**src/hw/rtl/ddq_pkg.sv**
```systemverilog
// Shared codes and chain control structs for the double-ended queue engine.
// No dependencies; imported by the cell, the top level and the checker.
`default_nettype none

package ddq_pkg;

  // Request codes
  localparam logic [3:0] OP_PUSH_BACK  = 4'd0;
  localparam logic [3:0] OP_PUSH_FRONT = 4'd1;
  localparam logic [3:0] OP_POP_BACK   = 4'd2;
  localparam logic [3:0] OP_POP_FRONT  = 4'd3;
  localparam logic [3:0] OP_COUNT      = 4'd4;
  localparam logic [3:0] OP_READ       = 4'd5;
  localparam logic [3:0] OP_FRONT      = 4'd6;
  localparam logic [3:0] OP_BACK       = 4'd7;
  localparam logic [3:0] OP_CLEAR      = 4'd8;

  // Status codes
  localparam logic [1:0] ST_OK     = 2'd0;
  localparam logic [1:0] ST_FULL   = 2'd1;
  localparam logic [1:0] ST_EMPTY  = 2'd2;
  localparam logic [1:0] ST_BADIDX = 2'd3;

  // Saturation point of the 7-bit count fields
  localparam logic [6:0] CNT7_MAX = 7'd127;

  // Per-cycle move command broadcast to every cell
  typedef struct packed {
    logic take_left;   // every cell takes its left neighbor
    logic take_right;  // every cell takes its right neighbor
    logic load_tail;   // the cell at index == count loads the value
  } ddq_shift_t;

  // Scan token that walks the chain one cell per cycle
  typedef struct packed {
    logic       valid;
    logic [6:0] acc;   // saturating match count
  } ddq_tok_t;

endpackage

`default_nettype wire

```
**src/hw/rtl/ddq_cell.sv**
```systemverilog
// One element slot of the queue chain, plus one stage of the scan token path.
// Depends on ddq_pkg (ddq_shift_t, ddq_tok_t, CNT7_MAX).
`default_nettype none

module ddq_cell import ddq_pkg::*; #(
  parameter int DEPTH      = 64,
  parameter int ELEM_WIDTH = 32,
  parameter int IDX        = 0,
  localparam int CW        = $clog2(DEPTH + 1),
  localparam int IW        = $clog2(DEPTH)
) (
  input  wire logic                  clk,
  input  wire logic                  rst_n,
  input  wire ddq_shift_t            shift,
  input  wire logic [CW-1:0]         cnt,
  input  wire logic [IW-1:0]         target,
  input  wire logic [ELEM_WIDTH-1:0] val,
  input  wire logic [ELEM_WIDTH-1:0] left_elem,
  input  wire logic [ELEM_WIDTH-1:0] right_elem,
  input  wire ddq_tok_t              tok_in,
  input  wire logic [ELEM_WIDTH-1:0] rd_in,
  output logic [ELEM_WIDTH-1:0]      elem,
  output ddq_tok_t                   tok_out,
  output logic [ELEM_WIDTH-1:0]      rd_out
);

  localparam logic [CW-1:0] IDX_C = CW'(IDX);
  localparam logic [IW-1:0] IDX_T = IW'(IDX);

  logic [ELEM_WIDTH-1:0] elem_r, elem_nxt;
  logic                  tok_valid_r;
  logic [6:0]            tok_acc_r, tok_acc_nxt;
  logic [ELEM_WIDTH-1:0] rd_r, rd_nxt;
  logic                  hit;

  always_comb begin
    elem_nxt = elem_r;
    if (shift.take_left) begin
      elem_nxt = left_elem;
    end else if (shift.take_right) begin
      elem_nxt = right_elem;
    end else if (shift.load_tail && (cnt == IDX_C)) begin
      elem_nxt = val;
    end
  end

  // only occupied slots count
  assign hit = (IDX_C < cnt) && (elem_r == val);

  always_comb begin
    tok_acc_nxt = tok_in.acc;
    if (hit && (tok_in.acc != CNT7_MAX)) begin
      tok_acc_nxt = tok_in.acc + 7'd1;
    end
    rd_nxt = (target == IDX_T) ? elem_r : rd_in;
  end

  always_ff @(posedge clk) begin
    if (!rst_n) begin
      tok_valid_r <= 1'b0;
    end else begin
      tok_valid_r <= tok_in.valid;
    end
  end

  always_ff @(posedge clk) begin
    elem_r    <= elem_nxt;
    tok_acc_r <= tok_acc_nxt;
    rd_r      <= rd_nxt;
  end

  assign elem          = elem_r;
  assign tok_out.valid = tok_valid_r;
  assign tok_out.acc   = tok_acc_r;
  assign rd_out        = rd_r;

endmodule

`default_nettype wire

```
**config.mk**
```make
export PLATFORM = sky130hd
export DESIGN_NAME = ddq_cell
export DESIGN_NICKNAME = d
export VERILOG_FILES = /design/src/hw/rtl/ddq_pkg.sv /design/src/hw/rtl/ddq_cell.sv
export SDC_FILE = /design/constraint.sdc
export NUM_CORES = 1
export LEC_CHECK = 0
export ABC_AREA = 1
export BUFFER_PORTS_ARGS = -buffer_cell sky130_fd_sc_hd__buf_2
export CORE_ASPECT_RATIO = 1.25
export CORE_MARGIN = 2
export CORE_UTILIZATION = 29
export DETAILED_ROUTE_END_ITERATION = 8
export GPL_TIMING_DRIVEN = 0
export PLACE_DENSITY_LB_ADDON = 0.15
export SETUP_SLACK_MARGIN = 0.5
export SKIP_LAST_GASP = 1
export SYNTH_ARGS = -nofsm -noshare
export SYNTH_HDL_FRONTEND = slang
export SYNTH_SLANG_ARGS = --single-unit
```
**constraint.sdc**
```tcl
create_clock -name clk -period 5.9 [get_ports clk]
set_input_delay 0.59 -clock clk [delete_from_list [all_inputs] [get_ports clk]]
set_output_delay 0.59 -clock clk [all_outputs]
set_load 0.02 [all_outputs]
```
# Word-level counts from Yosys, hierarchy flattened
# Cells that the tools add are included.
# W data, S select, Z words.
[word_totals]
word_cells = 19
out_inout_bits = 72
mem_bits_ro = 0
register_bits = 72
memories = 0
latchBits = 0
in_bits = 154
ramBits = 0
[classes]
reduce_logical = 6
mux = 5
eq_ne = 2
shifts = 0
div = 0
n_bitwise = 0
magnitude_cmp = 1
n_addsub = 1
multipliers = 0
[ops]
columns = ["operator", "n"]
rows = [
  ["$mux W32", 4],
  ["$eq A32 B32 Y1", 1],
  ["$add A7 B1 Y7 const B", 1],
  ["$logic_not A7 Y1", 1],
  ["$lt A1 B7 Y1 const A", 1],
  ["$mux W7", 1],
  ["$ne A7 B7 Y1 const B", 1],
  ["$logic_not A6 Y1", 1],
  ["$logic_and A1 B1 Y1", 3],
  ["$reduce_bool A3 Y1", 1],
]

# Depth between registers and ports, before layout
# Gate-level depths: netlist of the first run.
[logic_depth]
ltp_word = 5
mapped_depth = 11
ltp_nobuf = 11

# Worst setup path after synthesis of the first run
# Ideal clock, no wire load.
[synth_timing]
path_kind = "input -> register"
from = "in shift[2] (netlist bit)"
to = "reg elem_r[0] (netlist: elem[0]), enable pin"
path_stages = 4
setup_slack_ns = 3.408
t_arrival_ns = 1.930
t_required_ns = 5.339
n_path_buf = 2
setup_ns = 0.561
path_cell_list = "clkbuf_1 -> inv_1 -> clkbuf_1 -> nand3_1"
[synth_via]
elab_chain_len = 1
[synth_rtl]
columns = ["item", "line_no", "source"]
rows = [
  ["from (decl)", "ddq_cell.sv:14", "input wire ddq_shift_t shift,"],
  ["$reduce_bool A3 Y1 (no source line)", "--", ""],
  ["to (signal assigned)", "ddq_cell.sv:67", "elem_r <= elem_nxt;"],
  ["to (decl)", "ddq_cell.sv:30", "logic [ELEM_WIDTH-1:0] elem_r, elem_nxt;"],
]
# No other way between the ends.
# A chain may end at the register's enable or synchronous reset.

# Final worst setup path of the first run
[layout_timing]
from = "in shift[2] (netlist bit)"
to = "reg elem_r[1] (netlist: elem[1]), enable pin"
# Same word-level chain as after synthesis.

==> impl_metrics.yaml, run 1 <==
pwr:
  intPower_w: 0.000975
  total_power_w: 0.00140
  p_per_area_nw_per_um2: 260
  ir_drop_mv: 0.115
  clock_power_share_pct: 34.8
  swShare_pct: 30.5
  combPwrFrac_pct: 22.9
  p_leak_nw: 2.84
  p_seq_share_pct: 42.3
  netSwitchingPower_w: 0.000429
yosys:
  syn_inst: 521
  seq_area_frac_synth_pct: 46.4
  synth_edf_count: 32
  ys_types: 28
  yosys_warnings: 0
  synth_area_um2: 3800
  synth-seq-cells: 72
  synth_fp_nets: 676
  syn_area_per_cell_um2: 7.29
  ys_async_sr_fraction_pct: 0
  synth_top_flop_cell: "dfxtp_1"
critical_path:
  crit_chain: "clkbuf_1 > inv_1 > clkbuf_1 > nand3_2 > buf_16"
  cp_top_family: "buffers and inverters"
  cp_slowest_cell: "nand3_2"
  crit_path_frequent_cell: "clkbuf_1"
  path_class: "in2reg"
  crit_path_start_kind: "input port"
  cp.arrival_ns: 2.43
  cp_slowest_stage_delay_ns: 0.56
  end_kind: "flip-flop"
  worstPathMaxFanout: 17
  crit_buf_inv: 4
  crit_required_ns: 5.98
detailed_routing:
  vias: 4195
  detail_route.first_pass.iterations: 4
  avgRoutedWirePerCell_um: 15.4
  wl_mm: 14.3
  viasPerCell: 4.52
  ant_nets: 0
  drc: 0
  drt_iter0_markers: 114
run_status:
  status: "finished clean"
placed_design:
  hpwl_mm: 11.4
  gp_congestion: 0.859
  io_buffers: 223
  placedCellCount: 913
  placed_area_um2: 5160
timing:
  rsz0062_at_grt: "false"
  tightest_slew_ns: 0.631
  fin_crit_ns: 2.35
  slew_headroom_pct: 58.0
  setup_tns_ns: 0
  setup_viol: 0
  fin_skew_ns: 0.00857
  fin_crit_sh_pct: 39.8
  holdWs_ns: 0.438
  slew_violations: 0
  hold_violations: 0
  timing.fmax_mhz: 426
floorplan:
  rows: 46
  dieArea_um2: 14000
  ioPinCount: 226
  initial_core_util_pct: 29.9
  die-width_um: 106
  core-area_um2: 12700
  die_y_um: 132
final_layout:
  fin_area_um2: 5410
  area_growth_pct: 42.5
  final_cell_mix: "buf_2 (223), nand2_1 (158), a21oi_1 (65), nor2_1 (64), inv_1 (60)"
  final_common_cell: "buf_2"
  drive_above_1_share_pct: 33.1
  nNetsFinal: 911
  fin_cells: 929
  final.fill_count: 1349
  insertedDiodeCount: 0
grt:
  grt_util_met2_pct: 37.8
  grt_pass1_vias: 4309
  track_usage_pct: 20.2
  busiest_layer: "met2"
  grt_pass1_wl_mm: 21.7
  grt_max_degree: 18
  grt_use_met1_pct: 21.9
  antenna_found_initial: 0
  overflow: 0
  met3_usage_pct: 4.10
clock_network:
  ctsLongestPathBuffers: 2
  clock-root-buffer: "clkbuf_16"
  clock_latency_ns: 0.33
  cts_made_buffers: 9
  cts_setup_buffers: 0
  holdBufCountCts: 0
  cts_num_sinks: 72
  cts_htree_levels: 3
  clk_pin_slew_ns: 0.05
  cts_tree: "yes"
  ctsResizeCount: 0
hold_path:
  min_path_type: "in2reg"
job:
  drv_cap: 0
-- routing by layer --
metal / part of all wire [%] / wire [µm]
met5: 0 / 0
met2: 53 / 7530
met3: 5.0 / 720
met1: 40 / 5740
met4: 2.5 / 352
-- synth_stat cells (2+ instances only) --
cell	number	area, µm²
inv_1	60	225
nand3_1	15	75.1
clkbuf_1	18	67.6
nor2_1	64	240
nand2_1	158	593
xor2_1	2	17.5
nor2_4	2	22.5
nand4_1	10	62.6
mux2_2	5	56.3
a21oi_1	65	325
xnor2_1	7	61.3
edfxtp_1	32	961
o21ai_0	24	120
nor3_1	3	15.0
dfxtp_1	40	801
mux2_4	4	60.1
-- flip-flops by register name, indices dropped and copies added (netlist names) --
| signal | count |
|---|---|
| elem | 32 |
| tok_acc_r | 7 |
| tok_valid_r | 1 |
| rd_out | 32 |
-- cells by family after synthesis --
logic type	share of synthesized area, %
DFF	46.4
muxes	3.06
xor gates and xnor gates	2.08
and+or+nand+nor	28.1
buffers and inverters	8.20
AOI/OAI and AO/OA	11.9
adders and majority gates	0.329
-- worst reg2reg max path, delay by kind of cell (launching register included) --
| kind | cells | cell delay [ns] |
|---|---|---|
| simple gates | 4 | 0.91 |
| flops | 1 | 0.42 |
| xor+xnor | 1 | 0.33 |
-- path summary, 6_finish.rpt --
| check | slack [ns] | start | to | cells past startpoint |
|---|---|---|---|---|
| max | 3.55 | shift[2] | elem[1] | 5 |
| min | 0.44 | tok_in[7] | tok_valid_r | 3 |
| max reg2reg | 4.19 | elem[5] | tok_acc_r[3] | 5 |
| min reg2reg | 0.55 | elem[15] | rd_out[15] | 1 |
-- power groups by stage --
stage | clock [W] | sequential [W] | combinational, W
3_5_place_dp | 0 | 0.000605 | 0.000323
3_3_place_gp | 0 | 0.000604 | 0.000319
4_1_cts | 0.000501 | 0.000595 | 0.000324
6_report | 0.000488 | 0.000595 | 0.000321
5_1_grt | 0.000520 | 0.000600 | 0.000355
2_1_floorplan | 0 | 0.000658 | 0.000121
-- area by class of cell --
cell class / count / area (µm²) / share of cell area, %
tap: 168 / 210 / 3.89
inverter: 60 / 225 / 4.16
timing repair buffer: 224 / 1140 / 21.1
multi-input combinational: 369 / 1730 / 32.0
buffer: 20 / 86.3 / 1.60
sequential: 72 / 1760 / 32.6
clock inverter: 2 / 10.0 / 0.185
clock buffer: 14 / 244 / 4.51
-- through the flow --
step,setup slack [ns],utilization [%]
2_1_floorplan,3.41,-
3_3_place_gp,2.15,40.3
3_5_place_dp,3.15,40.5
4_1_cts,3.49,42.5
5_1_grt,3.40,42.5
6_report,3.55,42.5
Power figures use the tool's default switching activity.
==> run 2: changes to the inputs <==
- ABC_AREA: 1 -> 0
- clock period: 5.9 -> 2.3 ns (I/O delays scaled with it)
==> impl_metrics.yaml, run 2 <==
run_status:
  status: "finished clean"
critical_path:
  worstPathMaxFanout: 2
  critPathLaunch: "elem[20]"
  r2r_setup_slack_ns: 0.35
  rr_startpoint: "elem[20]"
  crit_chain: "xor2_1 > or4_4 > nor4_4 > and3_4 > mux2_4"
  cp_slowest_cell: "or4_4"
  crit_required_ns: 2.52
  cp.arrival_ns: 2.16
  crit_path_start_kind: "flip-flop"
  r2r_cells: 5
  cp_slowest_stage_delay_ns: 0.55
  path_class: "reg2reg"
  end_kind: "flip-flop"
  endpoint: "tok_acc_r[1]"
  r2r_end: "tok_acc_r[1]"
yosys:
  syn_area_per_cell_um2: 11.6
  seq_area_frac_synth_pct: 52.2
  synth_fp_nets: 445
  syn_inst: 290
  yosys-top-cells-count: "dfxtp_1 (40), nand2_1 (35)"
  yosys.area.top_type_share_pct: 28.5
  ys_types: 32
  synthMostInstantiatedCell: "dfxtp_1"
  synth_edf_count: 32
  yosys_warnings: 0
  ys_top_cells_by_area: "edfxtp_1 (28%), dfxtp_1 (24%), mux2_2 (11%), mux2i_1 (9.5%), xnor2_1 (7.3%)"
  synth_top_flop_cell: "dfxtp_1"
  synth-seq-cells: 72
  ys_async_sr_fraction_pct: 0
  synth_area_um2: 3380
  synth_top_area_cell: "edfxtp_1"
floorplan:
  initial_core_util_pct: 29.3
  die-width_um: 101
  rows: 44
  die_y_um: 125
  core-area_um2: 11500
  ioPinCount: 226
  dieArea_um2: 12500
hold_path:
  min_path_type: "in2reg"
  hold_start: "tok_in[7]"
grt:
  grt_max_degree: 17
  overflow: 0
  track_usage_pct: 17.9
  grt_pass1_vias: 3159
  busiest_layer: "met2"
  grt_pass1_wl_mm: 16.6
  grt_use_met1_pct: 20.1
  antenna_found_initial: 0
  grt_util_met2_pct: 32.8
  met3_usage_pct: 3.82
timing:
  rsz0062_at_grt: "true"
  setup_tns_ns: 0
  hold_violations: 0
  slew_headroom_pct: 42.5
  timing.fmax_mhz: 514
  fin_skew_ns: 0.00787
  fin_crit_ns: 1.95
  tightest_slew_ns: 0.862
  holdWs_ns: 0.101
  setup_viol: 0
  fin_crit_sh_pct: 84.7
  slew_violations: 0
clock_network:
  cts_htree_levels: 3
  cts_made_buffers: 9
  clock_latency_ns: 0.33
  ctsLongestPathBuffers: 2
  cts_num_sinks: 72
  clk_pin_slew_ns: 0.06
  clock-root-buffer: "clkbuf_16"
  cts_tree: "yes"
job:
  drv_cap: 0
detailed_routing:
  avgRoutedWirePerCell_um: 16.6
  wl_mm: 11.3
  vias: 3135
  drc: 0
  viasPerCell: 4.58
  drt_iter0_markers: 52
  ant_nets: 0
  detail_route.first_pass.iterations: 4
pwr:
  ir_drop_mv: 0.294
  total_power_w: 0.00355
  p_leak_nw: 2.47
  p_per_area_nw_per_um2: 691
final_layout:
  insertedDiodeCount: 0
  fin_cells: 684
  final.fill_count: 1150
  final_common_cell: "buf_2"
  fin_util_pct: 44.6
  final_cell_mix: "buf_2 (223), dfxtp_1 (40), nand2_1 (35)"
  nNetsFinal: 696
  drive_above_1_share_pct: 55.7
  area_growth_pct: 52.1
placed_design:
  gp_congestion: 0.792
  io_buffers: 223
  placedCellCount: 651
  hpwl_mm: 8.69
run 2: changes by cell type after synthesis, sizes merged, moves of 4 or more:
cell / change
mux2i: +32
a21oi: -65
nor2: -66
nor4: +4
and3: +4
nand2: -124
inv: -56
mux2: +24
xnor2: +21
o21ai: +7
nand3: -14
clkbuf: -7
run 2: cell type report:
| class | count | area (µm²) | share of cell area (%) |
|---|---|---|---|
| Inverter | 4 | 15.0 | 0.292 |
| Tap cell | 138 | 173 | 3.36 |
| Sequential cell | 72 | 1760 | 34.3 |
| Multi-Input combinational cell | 200 | 1620 | 31.5 |
| Clock inverter | 4 | 21.3 | 0.414 |
| Timing Repair Buffer | 239 | 1240 | 24.1 |
| Buffer | 15 | 61.3 | 1.19 |
| Clock buffer | 12 | 246 | 4.80 |
run 2: kinds of logic (layout without fill, tap and decap cells):
group | Yosys count | in the layout | synth area share (%)
AO/OA/AOI/OAI | 36 | 37 | 5.67
XOR/XNOR | 33 | 33 | 8.56
adder cells (fa/ha/maj) | 1 | 1 | 0.371
buffers and inverters | 19 | 274 | 2.22
flip-flops | 72 | 72 | 52.2
multiplexers | 65 | 65 | 20.6
AND/OR/NAND/NOR | 64 | 64 | 10.4
run 2: where the power goes:
part | total [W] | switching [W] | internal [W]
clock network | 0.00128 | 0.000527 | 0.000753
registers | 0.00153 | 0.0000723 | 0.00146
logic | 0.000735 | 0.000394 | 0.000342
total | 0.00355 | 0.000993 | 0.00256
run 2: worst min-delay path by stage:
stage / to / slack, ns / depth (start not counted)
after floorplan: tok_acc_r[4] / 0.32 / 1
after global placement: tok_valid_r / 0.43 / 2
after detailed placement: tok_valid_r / 0.44 / 2
after CTS: tok_valid_r / 0.09 / 2
after global routing: tok_valid_r / 0.09 / 2
final: tok_valid_r / 0.10 / 2
run 2: worst max-delay path, delay by kind of cell, from the launching register on:
family | cells | cell delay (ns)
AND/OR/NAND/NOR | 3 | 0.98
flip-flops | 1 | 0.39
XOR/XNOR | 1 | 0.16
multiplexers | 1 | 0.29
run 2: layer usage:
metal,share of wire (%),wire length [µm],up-vias
met2,54,6150,114
met3,5.1,579,9
met5,0,0,-
met1,39,4440,1464
met4,1.3,144,0
li1,-,-,1548
run 2: metrics by stage:
step / setup WS [ns] / area (µm²)
after global placement: -0.0466 / 4670
final: 0.353 / 5140
after floorplan: 0.246 / 3380
after detailed placement: -0.0809 / 4670
after CTS: 0.273 / 5060
after global routing: 0.310 / 5140
run 2: what timing repair did:
| item | CTS | global route |
|---|---|---|
| hold buffers | 0 | 0 |
| pin swaps | 9 | 6 |
| gates cloned | 1 | 0 |
| gates resized for setup | 7 | 5 |
| endpoints found under the setup margin | 39 | 7 |
| setup buffers | 10 | 6 |
